--- src/stq_pkg.sv ---
// ----------------------------------------------------------------------------
// stq_pkg
// Shared widths, reset values, reject codes and the cell link type of the
// sorted timer queue.
// ----------------------------------------------------------------------------
package stq_pkg;

    localparam int DELAY_W      = 16;
    localparam int TAG_W        = 8;
    localparam int FREQ_W       = 32;
    localparam int RELOAD_W     = DELAY_W + FREQ_W;
    localparam int AFTER_W      = 5;
    localparam int CAUSE_W      = 2;
    localparam int QUEUE_DEPTH_DEF = 16;

    localparam logic [FREQ_W-1:0] FREQ_RESET = FREQ_W'(19200000);

    typedef enum logic [CAUSE_W-1:0] {
        CAUSE_NONE = 2'd0,
        CAUSE_ZERO = 2'd1,
        CAUSE_FULL = 2'd2
    } t_cause;

    // Data one cell hands to the cell behind it.
    typedef struct packed {
        logic               occupied;
        logic               ge;
        logic [DELAY_W-1:0] delay;
        logic [TAG_W-1:0]   tag;
    } t_link;

endpackage

--- src/stq_if.sv ---
// ----------------------------------------------------------------------------
// stq_if
// Valid/ready channels of the sorted timer queue: request in, result out.
// ----------------------------------------------------------------------------
interface stq_req_if;
    logic                         valid;
    logic                         ready;
    logic [stq_pkg::DELAY_W-1:0]  delay_seconds;
    logic [stq_pkg::TAG_W-1:0]    payload_tag;

    modport source (output valid, output delay_seconds, output payload_tag, input ready);
    modport sink   (input valid, input delay_seconds, input payload_tag, output ready);
endinterface

interface stq_rsp_if;
    logic                         valid;
    logic                         ready;
    logic                         accepted;
    logic [stq_pkg::CAUSE_W-1:0]  reject_cause;
    logic                         became_head;
    logic [stq_pkg::RELOAD_W-1:0] reload_value;
    logic [stq_pkg::AFTER_W-1:0]  entries_after;

    modport source (output valid, output accepted, output reject_cause, output became_head,
                    output reload_value, output entries_after, input ready);
    modport sink   (input valid, input accepted, input reject_cause, input became_head,
                    input reload_value, input entries_after, output ready);
endinterface

--- src/stq_cell.sv ---
// ----------------------------------------------------------------------------
// stq_cell
// One queue slot: holds a delay and a tag, compares the incoming delay
// against its own, and on insert either keeps, loads the new item or takes
// the entry of the cell in front of it.
// ----------------------------------------------------------------------------
module stq_cell (
    input  logic                   i_clk,
    input  logic                   i_occupied,
    input  logic                   i_insert,
    input  logic [stq_pkg::DELAY_W-1:0] i_new_delay,
    input  logic [stq_pkg::TAG_W-1:0]   i_new_tag,
    input  stq_pkg::t_link         i_prev,
    output stq_pkg::t_link         o_link,
    output logic                   o_load
);
    import stq_pkg::*;

    logic [DELAY_W-1:0] r_delay, n_delay;
    logic [TAG_W-1:0]   r_tag, n_tag;
    logic               ge;
    logic               shift;

    // Compare: new item goes in front of this entry
    assign ge     = i_occupied && (i_new_delay <= r_delay);
    // Load where the first entry not below the new one sits, or at the tail
    assign o_load = i_insert && i_prev.occupied && !i_prev.ge && (ge || !i_occupied);
    assign shift  = i_insert && i_prev.ge;

    always_comb begin
        n_delay = r_delay;
        n_tag   = r_tag;
        priority if (shift) begin
            n_delay = i_prev.delay;
            n_tag   = i_prev.tag;
        end else if (o_load) begin
            n_delay = i_new_delay;
            n_tag   = i_new_tag;
        end
    end

    // Hold payload; no reset needed
    always_ff @(posedge i_clk) begin
        r_delay <= n_delay;
        r_tag   <= n_tag;
    end

    // Hand own state to the next cell
    assign o_link.occupied = i_occupied;
    assign o_link.ge       = ge;
    assign o_link.delay    = r_delay;
    assign o_link.tag      = r_tag;

endmodule

--- src/sorted_timer_queue_insert.sv ---
// ----------------------------------------------------------------------------
// sorted_timer_queue_insert
// Bounded timer queue kept in rising delay order, insert side only.
// ----------------------------------------------------------------------------
// Takes one request per clock cycle and delivers its result in the next cycle
// from an output register; a request is taken whenever the output register is
// empty or its result is being taken in the same cycle. Every cell of the row
// compares the new delay with its own while the request is taken, the
// row shifts the tail back by one slot, and an OR encode over the row's one-hot
// load flags gives the insert position. The reload value comes from one 16 x 32
// multiply that runs alongside. Requests with zero delay or arriving at a full
// queue are rejected and leave the queue unchanged. No clearing after reset.
// ----------------------------------------------------------------------------
module sorted_timer_queue_insert #(
    parameter int QUEUE_DEPTH = stq_pkg::QUEUE_DEPTH_DEF
) (
    input  logic                       i_clk,
    input  logic                       i_rst_n,
    input  logic                       i_cfg_wr_en,
    input  logic [stq_pkg::FREQ_W-1:0] i_cfg_wr_data,
    stq_req_if.sink                    i_req,
    stq_rsp_if.source                  o_rsp
);
    import stq_pkg::*;

    localparam int POS_W = (QUEUE_DEPTH > 1) ? $clog2(QUEUE_DEPTH) : 1;
    localparam int CNT_W = $clog2(QUEUE_DEPTH + 1);
    localparam int EXT_W = (CNT_W > AFTER_W) ? CNT_W : AFTER_W;

    logic [FREQ_W-1:0] r_freq;
    logic [CNT_W-1:0]  r_count;

    logic              accept;
    logic              zero_delay;
    logic              full;
    logic              insert;

    t_link             link [QUEUE_DEPTH+1];
    logic [QUEUE_DEPTH-1:0] load;
    logic [POS_W-1:0]  pos;
    logic [CNT_W-1:0]  after_cnt;
    logic [EXT_W-1:0]  after_ext;
    logic [RELOAD_W-1:0] product;

    logic                r_out_valid;
    logic                r_accepted;
    t_cause              r_cause;
    logic                r_head;
    logic [RELOAD_W-1:0] r_reload;
    logic [AFTER_W-1:0]  r_after;

    // Handshake and reject checks
    assign i_req.ready = !r_out_valid || o_rsp.ready;
    assign accept      = i_req.valid && i_req.ready;
    assign zero_delay  = (i_req.delay_seconds == '0);
    assign full        = (r_count == CNT_W'(QUEUE_DEPTH));
    assign insert      = accept && !zero_delay && !full;

    // Head of the chain: always free to load, nothing to shift in
    assign link[0].occupied = 1'b1;
    assign link[0].ge       = 1'b0;
    assign link[0].delay    = '0;
    assign link[0].tag      = '0;

    // Row of cells
    for (genvar g = 0; g < QUEUE_DEPTH; g++) begin : g_cell
        stq_cell u_cell (
            .i_clk       (i_clk),
            .i_occupied  (r_count > CNT_W'(g)),
            .i_insert    (insert),
            .i_new_delay (i_req.delay_seconds),
            .i_new_tag   (i_req.payload_tag),
            .i_prev      (link[g]),
            .o_link      (link[g+1]),
            .o_load      (load[g])
        );
    end

    // Encode the insert position from the one-hot load flags
    always_comb begin
        pos = '0;
        for (int k = 0; k < QUEUE_DEPTH; k++) begin
            pos = pos | (load[k] ? POS_W'(k) : POS_W'(0));
        end
    end

    // Entries behind the new one: old count minus position, 5-bit wrap
    assign after_cnt = r_count - CNT_W'(pos);
    assign after_ext = EXT_W'(after_cnt);
    assign product   = RELOAD_W'(i_req.delay_seconds) * RELOAD_W'(r_freq);

    // Frequency register and entry count
    always_ff @(posedge i_clk) begin
        if (!i_rst_n) begin
            r_freq  <= FREQ_RESET;
            r_count <= '0;
        end else begin
            if (i_cfg_wr_en) begin
                r_freq <= i_cfg_wr_data;
            end
            if (insert) begin
                r_count <= r_count + CNT_W'(1);
            end
        end
    end

    // Output valid
    always_ff @(posedge i_clk) begin
        if (!i_rst_n) begin
            r_out_valid <= 1'b0;
        end else if (accept) begin
            r_out_valid <= 1'b1;
        end else if (o_rsp.ready) begin
            r_out_valid <= 1'b0;
        end
    end

    // Capture result fields of an accepted item
    always_ff @(posedge i_clk) begin
        if (accept) begin
            r_accepted <= insert;
            r_head     <= insert && load[0];
            r_reload   <= (insert && load[0]) ? product : '0;
            r_after    <= insert ? after_ext[AFTER_W-1:0] : '0;
            priority if (zero_delay) begin
                r_cause <= CAUSE_ZERO;
            end else if (full) begin
                r_cause <= CAUSE_FULL;
            end else begin
                r_cause <= CAUSE_NONE;
            end
        end
    end

    assign o_rsp.valid         = r_out_valid;
    assign o_rsp.accepted      = r_accepted;
    assign o_rsp.reject_cause  = r_cause;
    assign o_rsp.became_head   = r_head;
    assign o_rsp.reload_value  = r_reload;
    assign o_rsp.entries_after = r_after;

endmodule
--- src/flat_wrapper.sv ---
// flat-port wrapper written by rule: the top's interface ports become plain ports
module sorted_timer_queue_insert_flat import stq_pkg::*;
#(
    parameter int QUEUE_DEPTH = stq_pkg::QUEUE_DEPTH_DEF
)
  (i_clk, i_rst_n, i_cfg_wr_en, i_cfg_wr_data, i_req_valid, i_req_delay_seconds, i_req_payload_tag, i_req_ready, o_rsp_valid, o_rsp_accepted, o_rsp_reject_cause, o_rsp_became_head, o_rsp_reload_value, o_rsp_entries_after, o_rsp_ready);
  stq_req_if i_req_i ();
  stq_rsp_if o_rsp_i ();
  input  logic i_clk;
  input  logic i_rst_n;
  input  logic i_cfg_wr_en;
  input  logic [stq_pkg::FREQ_W-1:0] i_cfg_wr_data;
  input wire logic [$bits(i_req_i.valid)-1:0] i_req_valid;
  input wire logic [$bits(i_req_i.delay_seconds)-1:0] i_req_delay_seconds;
  input wire logic [$bits(i_req_i.payload_tag)-1:0] i_req_payload_tag;
  output wire logic [$bits(i_req_i.ready)-1:0] i_req_ready;
  output wire logic [$bits(o_rsp_i.valid)-1:0] o_rsp_valid;
  output wire logic [$bits(o_rsp_i.accepted)-1:0] o_rsp_accepted;
  output wire logic [$bits(o_rsp_i.reject_cause)-1:0] o_rsp_reject_cause;
  output wire logic [$bits(o_rsp_i.became_head)-1:0] o_rsp_became_head;
  output wire logic [$bits(o_rsp_i.reload_value)-1:0] o_rsp_reload_value;
  output wire logic [$bits(o_rsp_i.entries_after)-1:0] o_rsp_entries_after;
  input wire logic [$bits(o_rsp_i.ready)-1:0] o_rsp_ready;
  assign i_req_i.valid = i_req_valid;
  assign i_req_i.delay_seconds = i_req_delay_seconds;
  assign i_req_i.payload_tag = i_req_payload_tag;
  assign i_req_ready = i_req_i.ready;
  assign o_rsp_valid = o_rsp_i.valid;
  assign o_rsp_accepted = o_rsp_i.accepted;
  assign o_rsp_reject_cause = o_rsp_i.reject_cause;
  assign o_rsp_became_head = o_rsp_i.became_head;
  assign o_rsp_reload_value = o_rsp_i.reload_value;
  assign o_rsp_entries_after = o_rsp_i.entries_after;
  assign o_rsp_i.ready = o_rsp_ready;
  sorted_timer_queue_insert #(.QUEUE_DEPTH(QUEUE_DEPTH)) u_core (.i_clk(i_clk), .i_rst_n(i_rst_n), .i_cfg_wr_en(i_cfg_wr_en), .i_cfg_wr_data(i_cfg_wr_data), .i_req(i_req_i), .o_rsp(o_rsp_i));
endmodule
--- config.mk ---
export PLATFORM = sky130hd
export DESIGN_NAME = sorted_timer_queue_insert_flat
export DESIGN_NICKNAME = d
export VERILOG_FILES = /design/src/stq_pkg.sv /design/src/stq_if.sv /design/src/stq_cell.sv /design/src/sorted_timer_queue_insert.sv /design/src/flat_wrapper.sv
export SDC_FILE = /design/constraint.sdc
export NUM_CORES = 2
export LEC_CHECK = 0
export ABC_AREA = 0
export BUFFER_PORTS_ARGS = -buffer_cell sky130_fd_sc_hd__buf_2
export CAP_MARGIN = 0
export CORE_ASPECT_RATIO = 1.25
export CORE_MARGIN = 2
export CORE_UTILIZATION = 30
export DETAILED_ROUTE_END_ITERATION = 10
export PLACE_DENSITY_LB_ADDON = 0.1
export REMOVE_ABC_BUFFERS = 1
export SYNTH_ARGS = -nofsm -noshare
export SYNTH_HDL_FRONTEND = slang
export SYNTH_SLANG_ARGS = --single-unit
export TNS_END_PERCENT = 100
--- constraint.sdc ---
create_clock -name i_clk -period 10.6 [get_ports i_clk]
set_input_delay 1.59 -clock i_clk [delete_from_list [all_inputs] [get_ports i_clk]]
set_output_delay 1.59 -clock i_clk [all_outputs]
set_load 0.05 [all_outputs]
# Yosys cells after proc, flatten, opt, wreduce, memory -nomap -nowiden

Index checks and enable logic that the tools add are counted.
Widths: inputs -> output; s select.

Bits in registers: 351
Input bits: 61
Output and inout port bits: 59
Logic and storage cells: 271

Add/subtract/negate cells: 2
Multipliers: 1
Order comparisons: 32
Equality and inequality tests: 1
Muxes and demuxes: 48
Bitwise operators: 14
Reduce and logical (&&, ||, !) cells: 149

Operator list:

| operator            | count |
|---|---|
| $mux 16             | 30 |
| $le 16x16->1        | 16 |
| $logic_and 1x1->1   | 81 |
| $or 4x4->4          | 14 |
| $mul 16x32->48      | 1 |
| $gt 5x4->1 const B  | 8 |
| $logic_not 1->1     | 34 |
| $mux 4              | 8 |
| $reduce_bool 2->1   | 16 |
| $gt 5x3->1 const B  | 4 |
| $logic_or 1x1->1    | 17 |
| $logic_not 16->1    | 1 |
| $mux 3              | 4 |
| $gt 5x1->1 const B  | 2 |
| $gt 5x2->1 const B  | 2 |
| $mux 2              | 3 |
| $add 5x1->5 const B | 1 |
| $eq 5x5->1 const B  | 1 |
| $sub 5x4->5         | 1 |
| $mux 1              | 3 |

# Logic depth before layout (Yosys ltp)

Depth after elaboration: 24
Gate-level depth with buffers: 24
Depth with buffers taken out: 22

# By module

Synthesis repeated with hierarchy kept, for this count alone.

Cells, all modules: 4101
Area total of the unflattened synthesis: 43884.6 sq um

Modules (own cells, without submodules):

| module                    | times used | cells an instance | area an instance (sq um) | seq. area each (sq um) |
|---|---|---|---|---|
| stq_cell                  | 16         | 116               | 1478.9                   | 720.7 |
| sorted_timer_queue_insert | 1          | 2245              | 20221.9                  | 2472.4 |

# Worst setup path after synthesis

No wires, ideal clock.

Path kind: in2reg
From: input port i_req_delay_seconds[9]
To: register u_core.r_reload[40] (netlist: u_core.o_rsp.reload_value[40]) (data pin)
Setup time: 0.269 ns
Data arrival time: 7.464 ns
Data required time: 10.331 ns
Path slack: 2.867 ns
Cell stages on the path: 22
Path buffers: 2
Cells stage by stage: clkbuf_1 > clkbuf_1 > nand2_1 > fa_1 > inv_1 > fa_1 > inv_1 > fa_1 > inv_1 > fa_1 > fa_1 > inv_1 > fa_1 > inv_1 > ha_1 > and3_1 > a211o_1 > or3b_4 > and4bb_4 > o311a_1 > nor3_1 > nor3b_2

Word-level cells in the longest chain between the ends: 6
Elaborated cells between the ends (all ways): 10
Classes of those cells: mul (1); order compare (1); reduce/logical (8)

RTL lines:

| what                                                   | RTL line                         | source |
|---|---|---|
| start, declared                                        | flat_wrapper.sv:14               | `input wire logic [$bits(i_req_i.delay_seconds)-1:0] i_req_delay_seconds;` |
| branches (longest 6 deep; another with $mul 16x32->48) | -                                |  |
| end signal, assigned                                   | sorted_timer_queue_insert.sv:123 | `r_reload <= (insert && load[0]) ? product : '0;` |
| end, declared                                          | sorted_timer_queue_insert.sv:49  | `logic [RELOAD_W-1:0] r_reload;` |

Parallel ways; which one is timed is not known.
A chain may end at the register's enable or synchronous reset.

# Final worst setup path

From: input port i_req_delay_seconds[3]
To: register u_core.r_reload[44] (netlist: u_core.o_rsp.reload_value[44]) (data pin)

The elaborated chain is that of the path after synthesis.

==> impl_results.md <==
* # clock sinks at around 350
* IO Pins at 120
* Compound-Gate Fraction of Synth Area at approximately 7.6%
* Post-synth top area cell: edfxtp_1
* Die area at 128,000 sq um
* Critical path's most frequent cell: fa_1
* CP startpoint: i_req_delay_seconds[3]
* Max-slew violations at 0
* CP required at around 11,000 ps
* Slew @ Worst Pin at 1120 ps
* Cell Area, Synth at between 30,000 and 40,000 sq um
* Fillers at ~13,000
* RSZ-0062 raised after global routing: false
* Wire length per cell at just under 20 um
* FFs w/ async S/R, synth at 0%
* Synth Register Bits at approximately 350
* Main combinational cell family by area after synthesis: adder cells
* RePlAce Congestion at 0.786
* Final hold slack at between 400 and 500 ps
* CTS clock-pin slew for the worst setup and hold paths at around 60 ps
* Vias in the first global route at 28,300
* Number of CTS-inserted buffers at 45
* Final HPWL DP at 82.6 mm
* Synth area leaders: edfxtp_1 (25%), fa_1 (22%), ha_1 (13%)
* NumNets Final at around 4,800
* Syn_area_per_cell at 9.77 sq um
* H-tree levels at 2
* Remaining DRCs at 0
* Crit Path Class: in2reg
* Outcome: finished, final reports clean
* Post-route ant nets at 0
* Worst Skew at around 29 ps
* Max cap viols at 0
* Post-Synth XOR/XNOR Area at less than 1%
* Synth Area in Adders at between 30% and 40%
* Max VDD drop at approximately 0.30 mV
* Post-CTS setup buffers at 0
* Crit path DAT at 8470 ps
* HP Class: reg2reg
* Fmax at between 0.1 and 0.15 GHz
* Clock Tree Buf Depth at 3
* Mapped Cells at 3,843
* Post-synth EDFFs at roughly 310
* Initial antenna violation count at 8
* DR iter-0 viols at between 1,000 and 1,500
* Total global-route track usage at about 17%
* Layout cells sized above 1 at a little under an eighth
* TritonRoute pass-1 iters at 5
* Grt ovf at 0
* Post-CTS Hold Buffers at 0
* Min-Delay Startpoint: u_core.r_freq[24]
* CP Launch Type: primary input
* Post-Route Setup TNS at 0 ps
* Clock Tree Root: clkbuf_16
* Die height at 400 um
* Post-CTS sizing at 0
* Min Tclk post-route at roughly 8000 ps
* P per Cell Area at 267 nW/um^2
* Seq/Total Area, Yosys at 27.1%
* Main synth FF type: edfxtp_1
* Mux contribution to synthesized area at 5.98%
* Most common cell after layout, fill and taps aside: inv_1
* Pin count of the biggest net entering global routing at 43
* FF-to-FF Start: u_core.r_freq[15]
* Vias per cell at 4.75
* Delay of the slowest critical-path stage at a little over 600 ps
* First-pass GRT wire length at around 170 mm
* Final worst path period share at between 70% and 80%
* Final setup vio count at 0
* Hold Vio Cnt, Final at 0
* # rows at 145
* Synth Area in Simple Gates at 14.2%
* Yosys top cell area share at roughly a quarter
* Initial core utilization at 30.1%
* Port bufs at between 100 and 150
* CP Capture Type: register
* Core ar. at between 100,000 and 150,000 sq um
* P_leak at between 0.015 and 0.02 uW
* CP max-delay cell: buf_2
* CP max FO at 31
* Final WL at 109 mm
* Synth cell types at 83
* Synth-to-Final Area Change at 10.4%
* Die W at 320 um
* Cell Chain, Critical Path: buf_2 > buf_4 > nand2_1 > fa_1 > fa_1 > fa_1 > inv_1 > fa_1 > fa_1 > inv_1 > fa_1 > inv_1 > ha_1 > a21o_1 > a31oi_1 > nand3_1 > or3b_4 > and4bb_4 > o311a_1 > o21a_1 > nor3_1
* Commonest non-fill, non-tap cells in the layout: inv_1 (721), nand2_1 (489), fa_1 (419)
* CTS tree: done
* Vias at 26,400
* Ys Warns at 0
* Clk_lat worst skew at 630 ps
* Slew margin rel. at about a quarter
cell usage after synthesis, types with 17 or more instances:
library cell	count
inv_1	721
nand2_1	489
fa_1	419
ha_1	385
edfxtp_1	313
and2_1	225
mux2_2	170
clkbuf_1	142
a21oi_1	138
o21ai_0	124
nor2_1	96
nand3_1	54
nor2b_1	53
a21o_1	51
nand4_1	51
dfxtp_1	38
nor3_1	38
mux2i_1	33
xnor2_1	23
a31oi_1	19
and3_1	17
cells by family after synthesis:
family	count (synthesis)
and+or+nand+nor	1092
muxes	203
adders and majority gates	804
DFF	351
xor gates and xnor gates	38
buffers and inverters	894
AOI/OAI and AO/OA	461
critical path: cells and delay by family:
kind	cells	cell delay [ps]
AOI/OAI and AO/OA	4	1010
adders and majority gates	7	3550
buffers and inverters	5	1150
and+or+nand+nor	5	1100
through the flow:
step	instances	area (sq um)	utilization, %	setup slack [ps]	total power [uW]
6_report	5554	41400	33.3	2560	11100
5_1_grt	5552	41400	33.2	2240	12200
4_1_cts	5552	41400	33.2	2520	11400
3_5_place_dp	5473	40000	32.1	1830	9710
3_3_place_gp	5473	40000	32.1	1840	9730
2_1_floorplan	3673	36900	-	3280	7420
where the power goes:
group          internal, uW  switching (uW)  leakage, uW  total [uW]
Combinational          2870            4830       0.0152        7700
Sequential             1740            66.8      0.00323        1810
Clock                   888             667     0.000693        1550
sequential cells by signal (all words and copies together), names as in the netlist:
name                          count
u_core.o_rsp.entries_after        5
u_core.r_count                    5
u_core.o_rsp.reject_cause         2
u_core.o_rsp.became_head          1
u_core.r_freq                    32
u_core.g_cell.u_cell.r_delay    256
u_core.o_rsp.accepted             1
u_core.o_rsp.valid                1
u_core.o_rsp.reload_value        48
layout make-up:
type | instances | area [sq um] | area share [%]
multi-input combinational | 2598 | 24000 | 57.9
sequential | 351 | 10200 | 24.5
inverter | 724 | 2720 | 6.56
tap | 1617 | 2020 | 4.88
clock buffer | 55 | 1170 | 2.83
timing repair buffer | 183 | 1100 | 2.64
clock inverter | 24 | 260 | 0.628
antenna | 2 | 5.00 | 0.0121
final timing paths:
path | endpoint | slack, ps | cells past startpoint
worst max-delay path | u_core.o_rsp.reload_value[44] | 2560 | 21
worst min-delay path | u_core.r_freq[24] | 480 | 2
worst max register to register | u_core.o_rsp.reload_value[44] | 3270 | 19
worst min register to register | u_core.r_freq[24] | 480 | 2
per-layer routing:
| metal | vias to the layer above | track usage, % | routed length, um |
|---|---|---|---|
| li1 | 12700 | - | - |
| met1 | 13200 | 21.2 | 45600 |
| met2 | 367 | 32.4 | 57200 |
| met3 | 119 | 1.89 | 3250 |
| met4 | 0 | 4.55 | 2730 |
| met5 | - | 0 | 0 |
Power figures use the tool's default switching activity.
